--- src/rtl/sst_pkg.sv ---
// ----------------------------------------------------------------------------
// SRTP session table package
// Command and status codes, field widths and the structures shared between
// the sequencer and the top level.
// ----------------------------------------------------------------------------
package sst_pkg;

    // field widths
    localparam int SRC_W    = 32;
    localparam int CNT_W    = 32;
    localparam int POL_W    = 8;
    localparam int ID_W     = 8;
    localparam int CMD_W    = 3;
    localparam int STATUS_W = 2;

    // command codes
    localparam logic [CMD_W-1:0] CMD_APPEND     = 3'd0;
    localparam logic [CMD_W-1:0] CMD_OVERWRITE  = 3'd1;
    localparam logic [CMD_W-1:0] CMD_SET_COUNT  = 3'd2;
    localparam logic [CMD_W-1:0] CMD_SET_SOURCE = 3'd3;
    localparam logic [CMD_W-1:0] CMD_LOOKUP     = 3'd4;

    // status codes
    localparam logic [STATUS_W-1:0] STATUS_OK      = 2'd0;
    localparam logic [STATUS_W-1:0] STATUS_IGNORED = 2'd1;
    localparam logic [STATUS_W-1:0] STATUS_FULL    = 2'd2;

    // per-field write strobes into the session stores
    typedef struct packed {
        logic src;
        logic cnt;
        logic pol;
    } wr_en_t;

    // one result transaction
    typedef struct packed {
        logic [STATUS_W-1:0] status;
        logic [ID_W-1:0]     found_id;
        logic [CNT_W-1:0]    found_count;
        logic [POL_W-1:0]    found_policy;
    } result_t;

endpackage

--- src/rtl/sst_ram.sv ---
// ----------------------------------------------------------------------------
// Generic simple dual-port RAM
// One write port and one read port, read data registered.
// ----------------------------------------------------------------------------
module sst_ram #(
    parameter int WIDTH = 32,
    parameter int DEPTH = 16,
    localparam int AW = (DEPTH > 1) ? $clog2(DEPTH) : 1
) (
    input  logic             clk,
    input  logic             wr_en,
    input  logic [AW-1:0]    wr_addr,
    input  logic [WIDTH-1:0] wr_data,
    input  logic             rd_en,
    input  logic [AW-1:0]    rd_addr,
    output logic [WIDTH-1:0] rd_data
);

    logic [WIDTH-1:0] mem [DEPTH];
    logic [WIDTH-1:0] rd_data_reg;

    // write port
    always_ff @(posedge clk)
    begin
        if (wr_en)
        begin
            mem[wr_addr] <= wr_data;
        end
    end

    // registered read port
    always_ff @(posedge clk)
    begin
        if (rd_en)
        begin
            rd_data_reg <= mem[rd_addr];
        end
    end

    assign rd_data = rd_data_reg;

endmodule

--- src/rtl/sst_ctrl.sv ---
// ----------------------------------------------------------------------------
// SRTP session table sequencer
// Decodes each command, drives the session store writes and scans the
// source store one entry per cycle through a single comparator on lookup.
// ----------------------------------------------------------------------------
module sst_ctrl
    import sst_pkg::*;
#(
    parameter int ENTRIES = 16,
    localparam int AW = (ENTRIES > 1) ? $clog2(ENTRIES) : 1,
    localparam int CW = $clog2(ENTRIES + 1)
) (
    input  logic             clk,
    input  logic             rst_n,
    // command transaction
    input  logic             in_valid,
    output logic             in_ready,
    input  logic [CMD_W-1:0] cmd,
    input  logic [SRC_W-1:0] src,
    input  logic [CNT_W-1:0] cnt,
    input  logic [POL_W-1:0] pol,
    input  logic [ID_W-1:0]  id,
    // session store ports
    output wr_en_t           wr_en,
    output logic [AW-1:0]    wr_addr,
    output logic             rd_en,
    output logic [AW-1:0]    rd_addr,
    input  logic [SRC_W-1:0] rd_src,
    input  logic [CNT_W-1:0] rd_cnt,
    input  logic [POL_W-1:0] rd_pol,
    // result hand-off
    output logic             res_valid,
    output result_t          res,
    input  logic             res_take
);

    localparam int IW = (CW > ID_W) ? CW : ID_W;

    localparam logic [1:0] S_IDLE = 2'd0;
    localparam logic [1:0] S_SCAN = 2'd1;
    localparam logic [1:0] S_DONE = 2'd2;

    logic [1:0]       state_reg, state_next;
    logic [CW-1:0]    total_reg, total_next;
    logic [SRC_W-1:0] key_reg, key_next;
    logic [CW-1:0]    rd_idx_reg, rd_idx_next;
    logic             cmp_valid_reg, cmp_valid_next;
    logic [CW-1:0]    cmp_idx_reg, cmp_idx_next;
    result_t          res_reg, res_next;

    logic             accept;
    logic             id_ok;
    logic [AW-1:0]    slot;
    logic [CW-1:0]    cmp_id;
    result_t          res_miss;

    assign in_ready  = (state_reg == S_IDLE);
    assign accept    = in_valid && in_ready;
    assign res_valid = (state_reg == S_DONE);
    assign res       = res_reg;

    // id must name a session in use
    assign id_ok  = (id != '0) && (IW'(id) <= IW'(total_reg));
    assign slot   = AW'(id - 1'b1);
    assign cmp_id = cmp_idx_reg + 1'b1;

    assign res_miss = '{status: STATUS_IGNORED, found_id: '0,
                        found_count: '0, found_policy: '0};

    // sequencer
    always_comb
    begin
        state_next     = state_reg;
        total_next     = total_reg;
        key_next       = key_reg;
        rd_idx_next    = rd_idx_reg;
        cmp_valid_next = cmp_valid_reg;
        cmp_idx_next   = cmp_idx_reg;
        res_next       = res_reg;
        wr_en          = '0;
        wr_addr        = slot;
        rd_en          = 1'b0;
        rd_addr        = rd_idx_reg[AW-1:0];

        case (state_reg)
            S_IDLE:
            begin
                if (accept)
                begin
                    res_next   = res_miss;
                    state_next = S_DONE;
                    case (cmd)
                        CMD_APPEND:
                        begin
                            if (total_reg < CW'(ENTRIES))
                            begin
                                wr_en           = '{src: 1'b1, cnt: 1'b1, pol: 1'b1};
                                wr_addr         = total_reg[AW-1:0];
                                total_next      = total_reg + 1'b1;
                                res_next.status = STATUS_OK;
                            end
                            else
                            begin
                                res_next.status = STATUS_FULL;
                            end
                        end
                        CMD_OVERWRITE:
                        begin
                            if (id_ok)
                            begin
                                wr_en           = '{src: 1'b1, cnt: 1'b1, pol: 1'b1};
                                res_next.status = STATUS_OK;
                            end
                        end
                        CMD_SET_COUNT:
                        begin
                            if (id_ok)
                            begin
                                wr_en.cnt       = 1'b1;
                                res_next.status = STATUS_OK;
                            end
                        end
                        CMD_SET_SOURCE:
                        begin
                            if (id_ok)
                            begin
                                wr_en.src       = 1'b1;
                                res_next.status = STATUS_OK;
                            end
                        end
                        CMD_LOOKUP:
                        begin
                            key_next       = src;
                            rd_idx_next    = '0;
                            cmp_valid_next = 1'b0;
                            if (total_reg != '0)
                            begin
                                state_next = S_SCAN;
                            end
                        end
                        default:
                        begin
                            res_next = res_miss;
                        end
                    endcase
                end
            end
            S_SCAN:
            begin
                // issue the next read while comparing the previous one
                rd_en          = (rd_idx_reg < total_reg);
                cmp_valid_next = rd_en;
                cmp_idx_next   = rd_idx_reg;
                if (rd_en)
                begin
                    rd_idx_next = rd_idx_reg + 1'b1;
                end
                if (cmp_valid_reg)
                begin
                    if (rd_src == key_reg)
                    begin
                        res_next = '{status: STATUS_OK, found_id: ID_W'(cmp_id),
                                     found_count: rd_cnt, found_policy: rd_pol};
                        state_next = S_DONE;
                    end
                    else if (cmp_id == total_reg)
                    begin
                        res_next   = res_miss;
                        state_next = S_DONE;
                    end
                end
            end
            S_DONE:
            begin
                if (res_take)
                begin
                    state_next = S_IDLE;
                end
            end
            default:
            begin
                state_next = S_IDLE;
            end
        endcase
    end

    // control state
    always_ff @(posedge clk or negedge rst_n)
    begin
        if (!rst_n)
        begin
            state_reg     <= S_IDLE;
            total_reg     <= '0;
            cmp_valid_reg <= 1'b0;
        end
        else
        begin
            state_reg     <= state_next;
            total_reg     <= total_next;
            cmp_valid_reg <= cmp_valid_next;
        end
    end

    // payload
    always_ff @(posedge clk)
    begin
        key_reg     <= key_next;
        rd_idx_reg  <= rd_idx_next;
        cmp_idx_reg <= cmp_idx_next;
        res_reg     <= res_next;
    end

endmodule

--- src/rtl/srtp_crypto_session_table.sv ---
// ----------------------------------------------------------------------------
// SRTP crypto session table
// Stores up to ENTRIES sessions (source id, rollover counter, policy) and
// serves append, overwrite, field update and lookup commands.
// ----------------------------------------------------------------------------
// Each command transaction yields exactly one result transaction. Append,
// overwrite and the set commands pass from acceptance in the idle state
// through the done state back to idle before the next acceptance. A lookup
// scans the source store through its single read port, one entry per cycle
// into one comparator, and stops at the first hit, so the lowest id wins; a
// miss scans every stored session, and a lookup on an empty table misses
// without a scan. The sequencer holds each result in the done state until
// the output register can take it. Commands are not accepted while a lookup
// scans. The result sits in an output register, so a new command may be
// accepted while it waits to be taken. Stored sessions need no clearing after reset.
module srtp_crypto_session_table
    import sst_pkg::*;
#(
    parameter int ENTRIES = 16
) (
    input  logic        clk,
    input  logic        rst_n,
    // command channel
    input  logic        s_tvalid,
    output logic        s_tready,
    input  logic [79:0] s_tdata,   // stream_source, rollover_count, policy_number, entry_id
    input  logic [2:0]  s_tuser,   // command
    // result channel
    output logic        m_tvalid,
    input  logic        m_tready,
    output logic [47:0] m_tdata,   // found_id, found_count, found_policy
    output logic [1:0]  m_tuser    // status
);

    localparam int AW = (ENTRIES > 1) ? $clog2(ENTRIES) : 1;

    logic [SRC_W-1:0] in_src;
    logic [CNT_W-1:0] in_cnt;
    logic [POL_W-1:0] in_pol;
    logic [ID_W-1:0]  in_id;

    wr_en_t           wr_en;
    logic [AW-1:0]    wr_addr;
    logic             rd_en;
    logic [AW-1:0]    rd_addr;
    logic [SRC_W-1:0] rd_src;
    logic [CNT_W-1:0] rd_cnt;
    logic [POL_W-1:0] rd_pol;

    logic             res_valid;
    result_t          res;
    logic             res_take;

    logic             m_tvalid_reg;
    logic [47:0]      m_tdata_reg;
    logic [1:0]       m_tuser_reg;

    // unpack the command
    assign in_src = s_tdata[31:0];
    assign in_cnt = s_tdata[63:32];
    assign in_pol = s_tdata[71:64];
    assign in_id  = s_tdata[79:72];

    sst_ctrl #(
        .ENTRIES (ENTRIES)
    ) u_ctrl (
        .clk       (clk),
        .rst_n     (rst_n),
        .in_valid  (s_tvalid),
        .in_ready  (s_tready),
        .cmd       (s_tuser),
        .src       (in_src),
        .cnt       (in_cnt),
        .pol       (in_pol),
        .id        (in_id),
        .wr_en     (wr_en),
        .wr_addr   (wr_addr),
        .rd_en     (rd_en),
        .rd_addr   (rd_addr),
        .rd_src    (rd_src),
        .rd_cnt    (rd_cnt),
        .rd_pol    (rd_pol),
        .res_valid (res_valid),
        .res       (res),
        .res_take  (res_take)
    );

    // session stores, one per field so that single fields can be updated
    sst_ram #(
        .WIDTH (SRC_W),
        .DEPTH (ENTRIES)
    ) u_src_ram (
        .clk     (clk),
        .wr_en   (wr_en.src),
        .wr_addr (wr_addr),
        .wr_data (in_src),
        .rd_en   (rd_en),
        .rd_addr (rd_addr),
        .rd_data (rd_src)
    );

    sst_ram #(
        .WIDTH (CNT_W),
        .DEPTH (ENTRIES)
    ) u_cnt_ram (
        .clk     (clk),
        .wr_en   (wr_en.cnt),
        .wr_addr (wr_addr),
        .wr_data (in_cnt),
        .rd_en   (rd_en),
        .rd_addr (rd_addr),
        .rd_data (rd_cnt)
    );

    sst_ram #(
        .WIDTH (POL_W),
        .DEPTH (ENTRIES)
    ) u_pol_ram (
        .clk     (clk),
        .wr_en   (wr_en.pol),
        .wr_addr (wr_addr),
        .wr_data (in_pol),
        .rd_en   (rd_en),
        .rd_addr (rd_addr),
        .rd_data (rd_pol)
    );

    // load the output register once it is empty or being drained
    assign res_take = res_valid && (!m_tvalid_reg || m_tready);

    always_ff @(posedge clk or negedge rst_n)
    begin
        if (!rst_n)
        begin
            m_tvalid_reg <= 1'b0;
        end
        else if (res_take)
        begin
            m_tvalid_reg <= 1'b1;
        end
        else if (m_tready)
        begin
            m_tvalid_reg <= 1'b0;
        end
    end

    // hold the result payload
    always_ff @(posedge clk)
    begin
        if (res_take)
        begin
            m_tdata_reg <= {res.found_policy, res.found_count, res.found_id};
            m_tuser_reg <= res.status;
        end
    end

    assign m_tvalid = m_tvalid_reg;
    assign m_tdata  = m_tdata_reg;
    assign m_tuser  = m_tuser_reg;

endmodule

--- config.mk ---
export PLATFORM = sky130hd
export DESIGN_NAME = srtp_crypto_session_table
export DESIGN_NICKNAME = d
export VERILOG_FILES = /design/src/rtl/sst_pkg.sv /design/src/rtl/sst_ram.sv /design/src/rtl/sst_ctrl.sv /design/src/rtl/srtp_crypto_session_table.sv
export SDC_FILE = /design/constraint.sdc
export NUM_CORES = 1
export LEC_CHECK = 0
export ABC_AREA = 1
export BUFFER_PORTS_ARGS = -buffer_cell sky130_fd_sc_hd__buf_2
export CAP_MARGIN = 0
export CELL_PAD_IN_SITES_DETAIL_PLACEMENT = 2
export CELL_PAD_IN_SITES_GLOBAL_PLACEMENT = 2
export CORE_ASPECT_RATIO = 1.4
export CORE_MARGIN = 4
export CORE_UTILIZATION = 51
export CTS_BUF_LIST = sky130_fd_sc_hd__clkbuf_8
export CTS_CLUSTER_DIAMETER = 80
export DETAILED_ROUTE_END_ITERATION = 6
export GPL_TIMING_DRIVEN = 1
export PLACE_DENSITY_LB_ADDON = 0.05
export SLEW_MARGIN = 5
export SYNTH_ARGS = -nofsm -noshare
export SYNTH_HDL_FRONTEND = slang
export SYNTH_SLANG_ARGS = --single-unit
--- constraint.sdc ---
create_clock -name clk -period 9.6 [get_ports clk]
set_input_delay 0.96 -clock clk [delete_from_list [all_inputs] [get_ports clk]]
set_output_delay 0.96 -clock clk [all_outputs]
set_load 0.01 [all_outputs]
==> impl_metrics.tcl, run 1 <==
set metrics [dict create \
    outcome "stopped before the end" \
    failed_stage "global routing" \
    toolErrorMsg "[ERROR DPL-0033] detailed placement checks failed during check placement." \
    clk_sink_count 1369 \
    grt_start_max_net_pins 223 \
    die_h_um 389 \
    ctsLongestPathBuffers 3 \
    synthesis.instances 3632 \
    io_buffers 135 \
    post-dp-hpwl_um 107000 \
    yosys.area.top_type_share 0.772 \
    netlist.top_cell.by_area "sky130_fd_sc_hd__edfxtp_1" \
    clk_root_buffer_cell "sky130_fd_sc_hd__clkbuf_8" \
    floorplan.initialDensity 0.515 \
    seq_area_frac_synth 0.776 \
    count_of_flip_flops_with_a_built_in_enable_after_synthesis 1360 \
    floorplan.rows 139 \
    async_flop_share 0.00657 \
    final_wtd_congestion 0.829 \
    netlist_area_um2 52900 \
    yosys.cell_count.top_type "sky130_fd_sc_hd__edfxtp_1" \
    io_pins 139 \
    ys_dominant_reg_cell "sky130_fd_sc_hd__edfxtp_1" \
    ys_ff_latch 1369 \
    htreeDepth 4 \
    synth_commonest_cells "sky130_fd_sc_hd__edfxtp_1 (1,360), sky130_fd_sc_hd__nor2_1 (757), sky130_fd_sc_hd__o21ai_0 (291)" \
    synth.distinct_cells 39 \
    floorplan.die.width_um 280 \
    leading_post_synthesis_cells_by_cell_area "sky130_fd_sc_hd__edfxtp_1 (77%), sky130_fd_sc_hd__nor2_1 (5.4%), sky130_fd_sc_hd__o32ai_1 (2.8%)" \
    number_of_antenna_violations_at_the_first_check_in_global_routing 8 \
    synthesis.area_per_instance_um2 14.6 \
    cts_resized 0 \
    number_of_warning_messages_in_the_yosys_log 0 \
    post_dp_cell_area_um2 55000 \
    cts-buffers-inserted 202 \
]
## cells by family after synthesis
| family | after synthesis | share of synthesized area |
|---|---|---|
| adder cells (fa/ha/maj) | 14 | 0.00331 |
| XOR/XNOR | 36 | 0.00596 |
| flip-flops | 1369 | 0.776 |
| buffers and inverters | 327 | 0.0249 |
| AO/OA/AOI/OAI | 624 | 0.0817 |
| multiplexers | 117 | 0.0221 |
| AND/OR/NAND/NOR | 1144 | 0.0856 |
| other | 1 | 0.0000709 |
## repair_timing
action / in CTS
hold buffers: 1
buffers inserted: 0
hold endpoints to repair: 9
## through the flow
step	cells	setup WS, ns
global placement	4938	5.72
detailed placement	4938	5.30
floorplan	3634	4.95
CTS	5308	5.32
==> inputs of run 2 (changes only) <==
--- a/config.mk
+++ b/config.mk
@@ -8,16 +8,11 @@
 export ABC_AREA = 1
 export BUFFER_PORTS_ARGS = -buffer_cell sky130_fd_sc_hd__buf_2
 export CAP_MARGIN = 0
-export CELL_PAD_IN_SITES_DETAIL_PLACEMENT = 2
-export CELL_PAD_IN_SITES_GLOBAL_PLACEMENT = 2
-export CORE_ASPECT_RATIO = 1.4
 export CORE_MARGIN = 4
-export CORE_UTILIZATION = 51
-export CTS_BUF_LIST = sky130_fd_sc_hd__clkbuf_8
-export CTS_CLUSTER_DIAMETER = 80
+export CORE_UTILIZATION = 40
 export DETAILED_ROUTE_END_ITERATION = 6
 export GPL_TIMING_DRIVEN = 1
-export PLACE_DENSITY_LB_ADDON = 0.05
+export PLACE_DENSITY_LB_ADDON = 0.15
 export SLEW_MARGIN = 5
 export SYNTH_ARGS = -nofsm -noshare
 export SYNTH_HDL_FRONTEND = slang
==> run 2 against run 1 <==
Effect of this change: the run now ends clean; synthesized cell count is the same; synthesized area is the same.
==> impl_metrics.tcl, run 2 <==
set metrics [dict create \
    outcome "finished clean" \
    floorplan.rows 133 \
    muxShareOfSynthArea 0.0221 \
    async_flop_share 0.00657 \
    clk_sink_count 1369 \
    fin_worst_skew_ns 0.0238 \
    max_slew_margin 0.181 \
    cts_hold_repair.buffers 0 \
    clkTransAtPathRegs_ns 0.06 \
    floorplan.die.width_um 372 \
    synthesis.area_per_instance_um2 14.6 \
    htreeDepth 4 \
    timing.critical_path.cells "buf_4 > buf_4 > buf_4 > mux2i_1 > o221ai_1 > o211ai_1 > nand3_1" \
    synth-xor-area-share 0.00596 \
    via_per_inst 5.38 \
    ys_ff_latch 1369 \
    power_density_nw_per_um2 272 \
    largest_fanout_of_any_net_on_the_critical_path 77 \
    regArea_um2 41100 \
    design.die.area_um2 138000 \
    ys_dominant_reg_cell "sky130_fd_sc_hd__edfxtp_1" \
    floorplan.initialDensity 0.402 \
    final_core_utilization 0.458 \
    finalCritPeriodShare 0.421 \
    worst_skew_pair_later_pin_latency_ns 0.77 \
    drtPass1Iterations 5 \
    global_route_wire_length_before_repair_um 193000 \
    final-max-slew-violation-count 0 \
    post_cts.repair.setup_buffers 0 \
    multi_input_comb_area_um2 10800 \
    worst_setup_path_startpoint "u_ctrl.rd_idx_reg[0]" \
    number_of_antenna_violations_at_the_first_check_in_global_routing 7 \
    layout.cells.most_common_list "sky130_fd_sc_hd__edfxtp_1 (1,360), sky130_fd_sc_hd__nor2_1 (724), sky130_fd_sc_hd__o21ai_0 (291)" \
    slack_of_the_critical_path_ns 5.55 \
    placement.setup.worst_slack_ns 5.52 \
    timing.fmax_mhz 247 \
    largest_registers "u_cnt_ram.mem (512), u_src_ram.mem (512), u_pol_ram.mem (128)" \
    layout_min_cycle_time_ns 4.05 \
    crit_top_cell "sky130_fd_sc_hd__buf_4" \
    crit-reg2reg-launch "u_ctrl.rd_idx_reg[0]" \
    die_h_um 372 \
    num-nets-final 3845 \
    ant_nets 0 \
    cts_tree "done" \
    drt_drc_violations_left 0 \
    synthesis.instances 3632 \
    yosys.cell_count.top_type "sky130_fd_sc_hd__edfxtp_1" \
    netlist_area_um2 52900 \
    critical-path-top-delay-family "buffers and inverters" \
    layout.cells.most_common "sky130_fd_sc_hd__edfxtp_1" \
    cp_data_required_time_ns 10.10 \
    io_buffers 135 \
    totalWireLength_um 128000 \
    post_dp_cell_area_um2 55600 \
    critPathKind "flop to flop" \
    leakage_dissipation_nw 19.8 \
    worstReg2RegEnd "u_cnt_ram.rd_data[8]" \
    layout.cell_area.non_filler_um2 60300 \
    hold_violations 0 \
    route.vias.total 30201 \
    min-delay-path-class "input port to asynchronous set/reset pin" \
    reg2regPathDepth 7 \
    drv.max_cap_violation_count 0 \
    post_synth_fa_ha_maj_area_fraction 0.00331 \
    seq_area_frac_synth 0.776 \
    post_synth_and_or_nand_nor_area_fraction 0.0856 \
    syn_to_final_growth_pct 14.0 \
    synth_compound_gate_area_share 0.0817 \
    setup_violations_final 0 \
    vdd_ir_drop_max_uv 284 \
    timing.setup.tns_ns 0 \
    final_layout_size_suffix_gt1_frac 0.118 \
    highest_delay_cell_along_the_critical_path "sky130_fd_sc_hd__buf_4" \
    filler_cell_count 11612 \
    cts_resized 0 \
    timing.critical_path.from_type "flop" \
    drt_iter0_markers 2806 \
    largest_family_of_logic_cells_by_synthesized_area "simple AND/OR/NAND/NOR gates" \
    number_of_warning_messages_in_the_yosys_log 0 \
    clk_root_buffer_cell "sky130_fd_sc_hd__clkbuf_16" \
    synth_commonest_cells "sky130_fd_sc_hd__edfxtp_1 (1,360), sky130_fd_sc_hd__nor2_1 (757), sky130_fd_sc_hd__o21ai_0 (291)" \
    count_of_flip_flops_with_a_built_in_enable_after_synthesis 1360 \
    critical-path-max-stage-delay_ns 0.82 \
    critPathArrivalTime_ns 4.55 \
    tightest_slew_ns 1.23 \
    grt_pass1_vias 29520 \
    leading_post_synthesis_cells_by_cell_area "sky130_fd_sc_hd__edfxtp_1 (77%), sky130_fd_sc_hd__nor2_1 (5.4%), sky130_fd_sc_hd__o32ai_1 (2.8%)" \
    cp.buffers_inverters 3 \
    design_power_total_mw 16.4 \
    grt_setup_unrepaired "false" \
    post-dp-hpwl_um 67400 \
    rrSetupSlack_ns 5.55 \
    synth.distinct_cells 39 \
    wl_per_cell_um 22.8 \
    ctsLongestPathBuffers 3 \
    cp-end-kind "flop" \
    grt_start_max_net_pins 240 \
    yosys.area.top_type_share 0.772 \
    coreArea_um2 131000 \
    io_pins 139 \
    cts-buffers-inserted 146 \
    grt_util_all_layers 0.186 \
    netlist.top_cell.by_area "sky130_fd_sc_hd__edfxtp_1" \
    final_wtd_congestion 0.748 \
    gr-total-overflow 0 \
]
[run 2: cell counts after synthesis]
Identical to the previous run, type by type.
[run 2: through the flow]
step                      cells  hold WS (ns)
after floorplan            3634         0.400
after global placement     5350         0.403
after detailed placement   5351         0.405
after CTS                  5614       0.00725
after global routing       5615        0.0380
final                      5618        0.0656
[run 2: how the worst max path moves through the flow]
stage,to,slack (ns),cells past startpoint
final,u_cnt_ram.rd_data[8],5.55,7
after global placement,u_cnt_ram.rd_data[10],5.62,7
after detailed placement,u_cnt_ram.rd_data[8],5.52,7
after global routing,u_cnt_ram.rd_data[10],5.22,7
after floorplan,u_cnt_ram.rd_data[0],4.95,5
after CTS,u_cnt_ram.rd_data[8],5.52,7
[run 2: cell families after synthesis]
logic type / Yosys count
and+or+nand+nor: 1144
DFF: 1369
adders and majority gates: 14
AOI/OAI and AO/OA: 624
buffers and inverters: 327
other: 1
xor gates and xnor gates: 36
muxes: 117
[run 2: worst reg2reg max path, cell delays in order (launching register included)]
cell	delay [ns]
sky130_fd_sc_hd__edfxtp_1	0.66
sky130_fd_sc_hd__buf_4	0.82
sky130_fd_sc_hd__buf_4	0.92
sky130_fd_sc_hd__buf_4	0.74
sky130_fd_sc_hd__mux2i_1	0.27
sky130_fd_sc_hd__o221ai_1	0.12
sky130_fd_sc_hd__o211ai_1	0.16
sky130_fd_sc_hd__nand3_1	0.11
[run 2: layout make-up]
| cell class | count | share of cell area |
|---|---|---|
| Sequential cell | 1369 | 0.681 |
| Timing Repair Buffer | 187 | 0.0187 |
| Tap cell | 1755 | 0.0364 |
| Multi-Input combinational cell | 1938 | 0.179 |
| Antenna cell | 4 | 0.000166 |
| Clock buffer | 173 | 0.0637 |
| Clock inverter | 90 | 0.0144 |
| Inverter | 102 | 0.00656 |
[run 2: report_power, final]
group	switching, mW	total [mW]	internal, mW
registers	0.123	7.19	7.07
logic	2.56	3.64	1.08
clock network	2.30	5.54	3.24
total	4.98	16.4	11.4
[run 2: metal layers]
metal | vias to the layer above | GRT usage | wire [um] | share of wire
li1 | 13865 | - | - | -
met1 | 15402 | 0.266 | 59000 | 0.46
met2 | 753 | 0.290 | 59300 | 0.46
met3 | 181 | 0.0366 | 7200 | 0.056
met4 | 0 | 0.0510 | 2650 | 0.021
met5 | - | 0 | 0 | 0
Note: power is estimated with default switching activity, not from simulation.
==> inputs of run 3 (changes only) <==
==> constraint.sdc (replaced) <==
create_clock -name clk -period 3.4 [get_ports clk]
set_input_delay 0.34 -clock clk [delete_from_list [all_inputs] [get_ports clk]]
set_output_delay 0.34 -clock clk [all_outputs]
set_load 0.01 [all_outputs]
==> run 3 against run 2 <==
Effect of this change: power grew to 2.9 times the previous value; cell count grew 2.4%; cell area grew 2.9%; global-route usage grew 0.56 points; sequential share of layout area shrank 1.9 points; via count grew 1.1%; hold slack gained 0.046 ns; core utilization grew 1.3 points; sequential power grew to 2.8 times the previous value; critical path type unchanged.
==> impl_metrics.tcl, run 3 (synthesis results as in run 2) <==
set metrics [dict create \
    outcome "finished clean" \
    worst_skew_pair_later_pin_latency_ns 0.76 \
    layout.cells.most_common "sky130_fd_sc_hd__edfxtp_1" \
    critical-path-max-stage-delay_ns 0.45 \
    gr-total-overflow 0 \
    number_of_antenna_violations_at_the_first_check_in_global_routing 4 \
    ctsLongestPathBuffers 3 \
    setup_violations_final 0 \
    grt_pass1_vias 29995 \
    cellInternalPower_mw 32.4 \
    timing.critical_path.cells "inv_1 > ha_1 > a21oi_1 > o21bai_1 > o21ai_0 > nand3_1 > inv_1 > nand3_1 > nand2_1 > inv_1 > buf_4 > nor2_4 > buf_4" \
    clkTransAtPathRegs_ns 0.06 \
    floorplan.initialDensity 0.402 \
    filler_cell_count 11445 \
    design.die.area_um2 138000 \
    largest_fanout_of_any_net_on_the_critical_path 19 \
    ant_nets 0 \
    coreArea_um2 131000 \
    drt_drc_violations_left 0 \
    cts_hold_repair.buffers 78 \
    grt_start_max_net_pins 156 \
    cp.buffers_inverters 5 \
    seq_power_share 0.434 \
    leakage_dissipation_nw 20.6 \
    syn_to_final_growth_pct 17.2 \
    grt_setup_unrepaired "false" \
    htreeDepth 4 \
    cp_data_required_time_ns 3.82 \
    layout_min_cycle_time_ns 2.87 \
    drt_iter0_markers 2755 \
    timing.fmax_mhz 348 \
    post_dp_cell_area_um2 56700 \
    critPathArrivalTime_ns 3.30 \
    final_layout_size_suffix_gt1_frac 0.127 \
    layout.cell_area.non_filler_um2 62000 \
    antenna-diode-count 0 \
    switching_power_mw 14.3 \
    via_per_inst 5.31 \
    critical-path-top-delay-family "buffers and inverters" \
    post-dp-hpwl_um 75800 \
    met3_usage 0.0340 \
    highest_delay_cell_along_the_critical_path "sky130_fd_sc_hd__dfrtp_1" \
    timing.critical_path.from_type "flop" \
    grt-busiest-layer "met2" \
    cp-end-kind "flop" \
    final_wtd_congestion 0.785 \
    cts_resized 0 \
    global_route_wire_length_before_repair_um 198000 \
    clk_sink_count 1369 \
    groute.layer.met2.usage 0.300 \
    hold_violations 0 \
    layout.cells.most_common_list "sky130_fd_sc_hd__edfxtp_1 (1,360), sky130_fd_sc_hd__nor2_1 (724), sky130_fd_sc_hd__o21ai_0 (291)" \
    power_frac_comb 0.239 \
    min-delay-path-class "input port to flop" \
    final_core_utilization 0.472 \
    wl_per_cell_um 23.0 \
    floorplan.rows 133 \
    io_pins 139 \
    finalCritPeriodShare 0.845 \
    floorplan.die.width_um 372 \
    tightest_slew_ns 0.761 \
    groute.layer.met1.usage 0.279 \
    crit_top_cell "sky130_fd_sc_hd__inv_1" \
    critPathKind "flop to flop" \
    clk_root_buffer_cell "sky130_fd_sc_hd__clkbuf_16" \
    clockPowerShare 0.327 \
    regArea_um2 41100 \
    final-max-slew-violation-count 0 \
    num-nets-final 3991 \
    largest_registers "u_cnt_ram.mem (512), u_src_ram.mem (512), u_pol_ram.mem (128)" \
    cts-buffers-inserted 146 \
    drtPass1Iterations 5 \
    die_h_um 372 \
    cts_tree "done" \
    multi_input_comb_area_um2 10800 \
    switching_share 0.307 \
    io_buffers 135 \
    max_slew_margin 0.491 \
    power_density_nw_per_um2 753 \
    vdd_ir_drop_max_uv 531 \
    totalWireLength_um 132000 \
    route.vias.total 30545 \
    fin_worst_skew_ns 0.0277 \
    post_cts.repair.setup_buffers 0 \
    drv.max_cap_violation_count 0 \
    grt_util_all_layers 0.191 \
]
-- run 3: cell count changes in the layout (fill, tap and decap cells not counted), sizes merged, moves of 4 or more --
cell	before	now
dlygate4sd3	0	78
buf	187	255
clkinv	66	51
bufinv	14	9
clkinvlp	5	1
clkbuf	173	192
diode	4	0
-- run 3: final cells by class --
| type | count | share of cell area |
|---|---|---|
| Inverter | 102 | 0.00638 |
| Tap cell | 1755 | 0.0354 |
| Sequential cell | 1369 | 0.662 |
| Multi-Input combinational cell | 1938 | 0.174 |
| Clock buffer | 192 | 0.0641 |
| Clock inverter | 64 | 0.00975 |
| Timing Repair Buffer | 333 | 0.0485 |
-- run 3: power groups by stage --
stage,logic (mW),registers [mW],clock network (mW)
5_1_grt,12.3,20.4,16.4
6_report,11.2,20.3,15.3
3_3_place_gp,11.2,20.6,0
4_1_cts,11.3,20.3,15.7
2_1_floorplan,6.91,20.6,0
3_5_place_dp,11.2,20.6,0
-- run 3: routing by layer --
layer  vias to the layer above  wire, um
li1                      14169         -
met1                     15419     61200
met2                       799     61400
met3                       158      7400
met4                         0      2250
met5                         -         0
-- run 3: worst reg2reg max path: stages (launching register included) --
cell,delay (ns)
sky130_fd_sc_hd__dfrtp_1,0.45
sky130_fd_sc_hd__inv_1,0.14
sky130_fd_sc_hd__ha_1,0.31
sky130_fd_sc_hd__a21oi_1,0.15
sky130_fd_sc_hd__o21bai_1,0.07
sky130_fd_sc_hd__o21ai_0,0.07
sky130_fd_sc_hd__nand3_1,0.12
sky130_fd_sc_hd__inv_1,0.09
sky130_fd_sc_hd__nand3_1,0.08
sky130_fd_sc_hd__nand2_1,0.24
sky130_fd_sc_hd__inv_1,0.07
sky130_fd_sc_hd__buf_4,0.26
sky130_fd_sc_hd__nor2_4,0.13
sky130_fd_sc_hd__buf_4,0.33
-- run 3: worst paths after layout --
path	to	cells past startpoint	slack, ns	from
min in group asynchronous	u_ctrl.total_reg[4]	3	0.63	rst_n
min reg2reg	m_tdata[20]	0	0.41	u_ctrl.res[20]
max in group asynchronous	u_ctrl.cmp_valid_reg	3	2.42	rst_n
max reg2reg	u_src_ram.mem[5][23]	13	0.53	u_ctrl.total_reg[3]
min	u_ctrl.res[48]	5	0.11	s_tuser[1]
max	u_src_ram.mem[5][23]	13	0.53	u_ctrl.total_reg[3]
-- run 3: per-stage QoR --
stage / TNS, ns / hold slack (ns) / setup slack [ns] / instances / total power [mW]
floorplan: -28.00 / 0.0444 / -0.0525 / 3634 / 27.6
global placement: 0 / 0.218 / 0.528 / 5419 / 31.8
detailed placement: 0 / 0.218 / 0.555 / 5419 / 31.8
CTS: 0 / 0.0414 / 0.533 / 5753 / 47.3
global route: 0 / 0.147 / 0.270 / 5753 / 49.1
finish: 0 / 0.111 / 0.526 / 5753 / 46.7
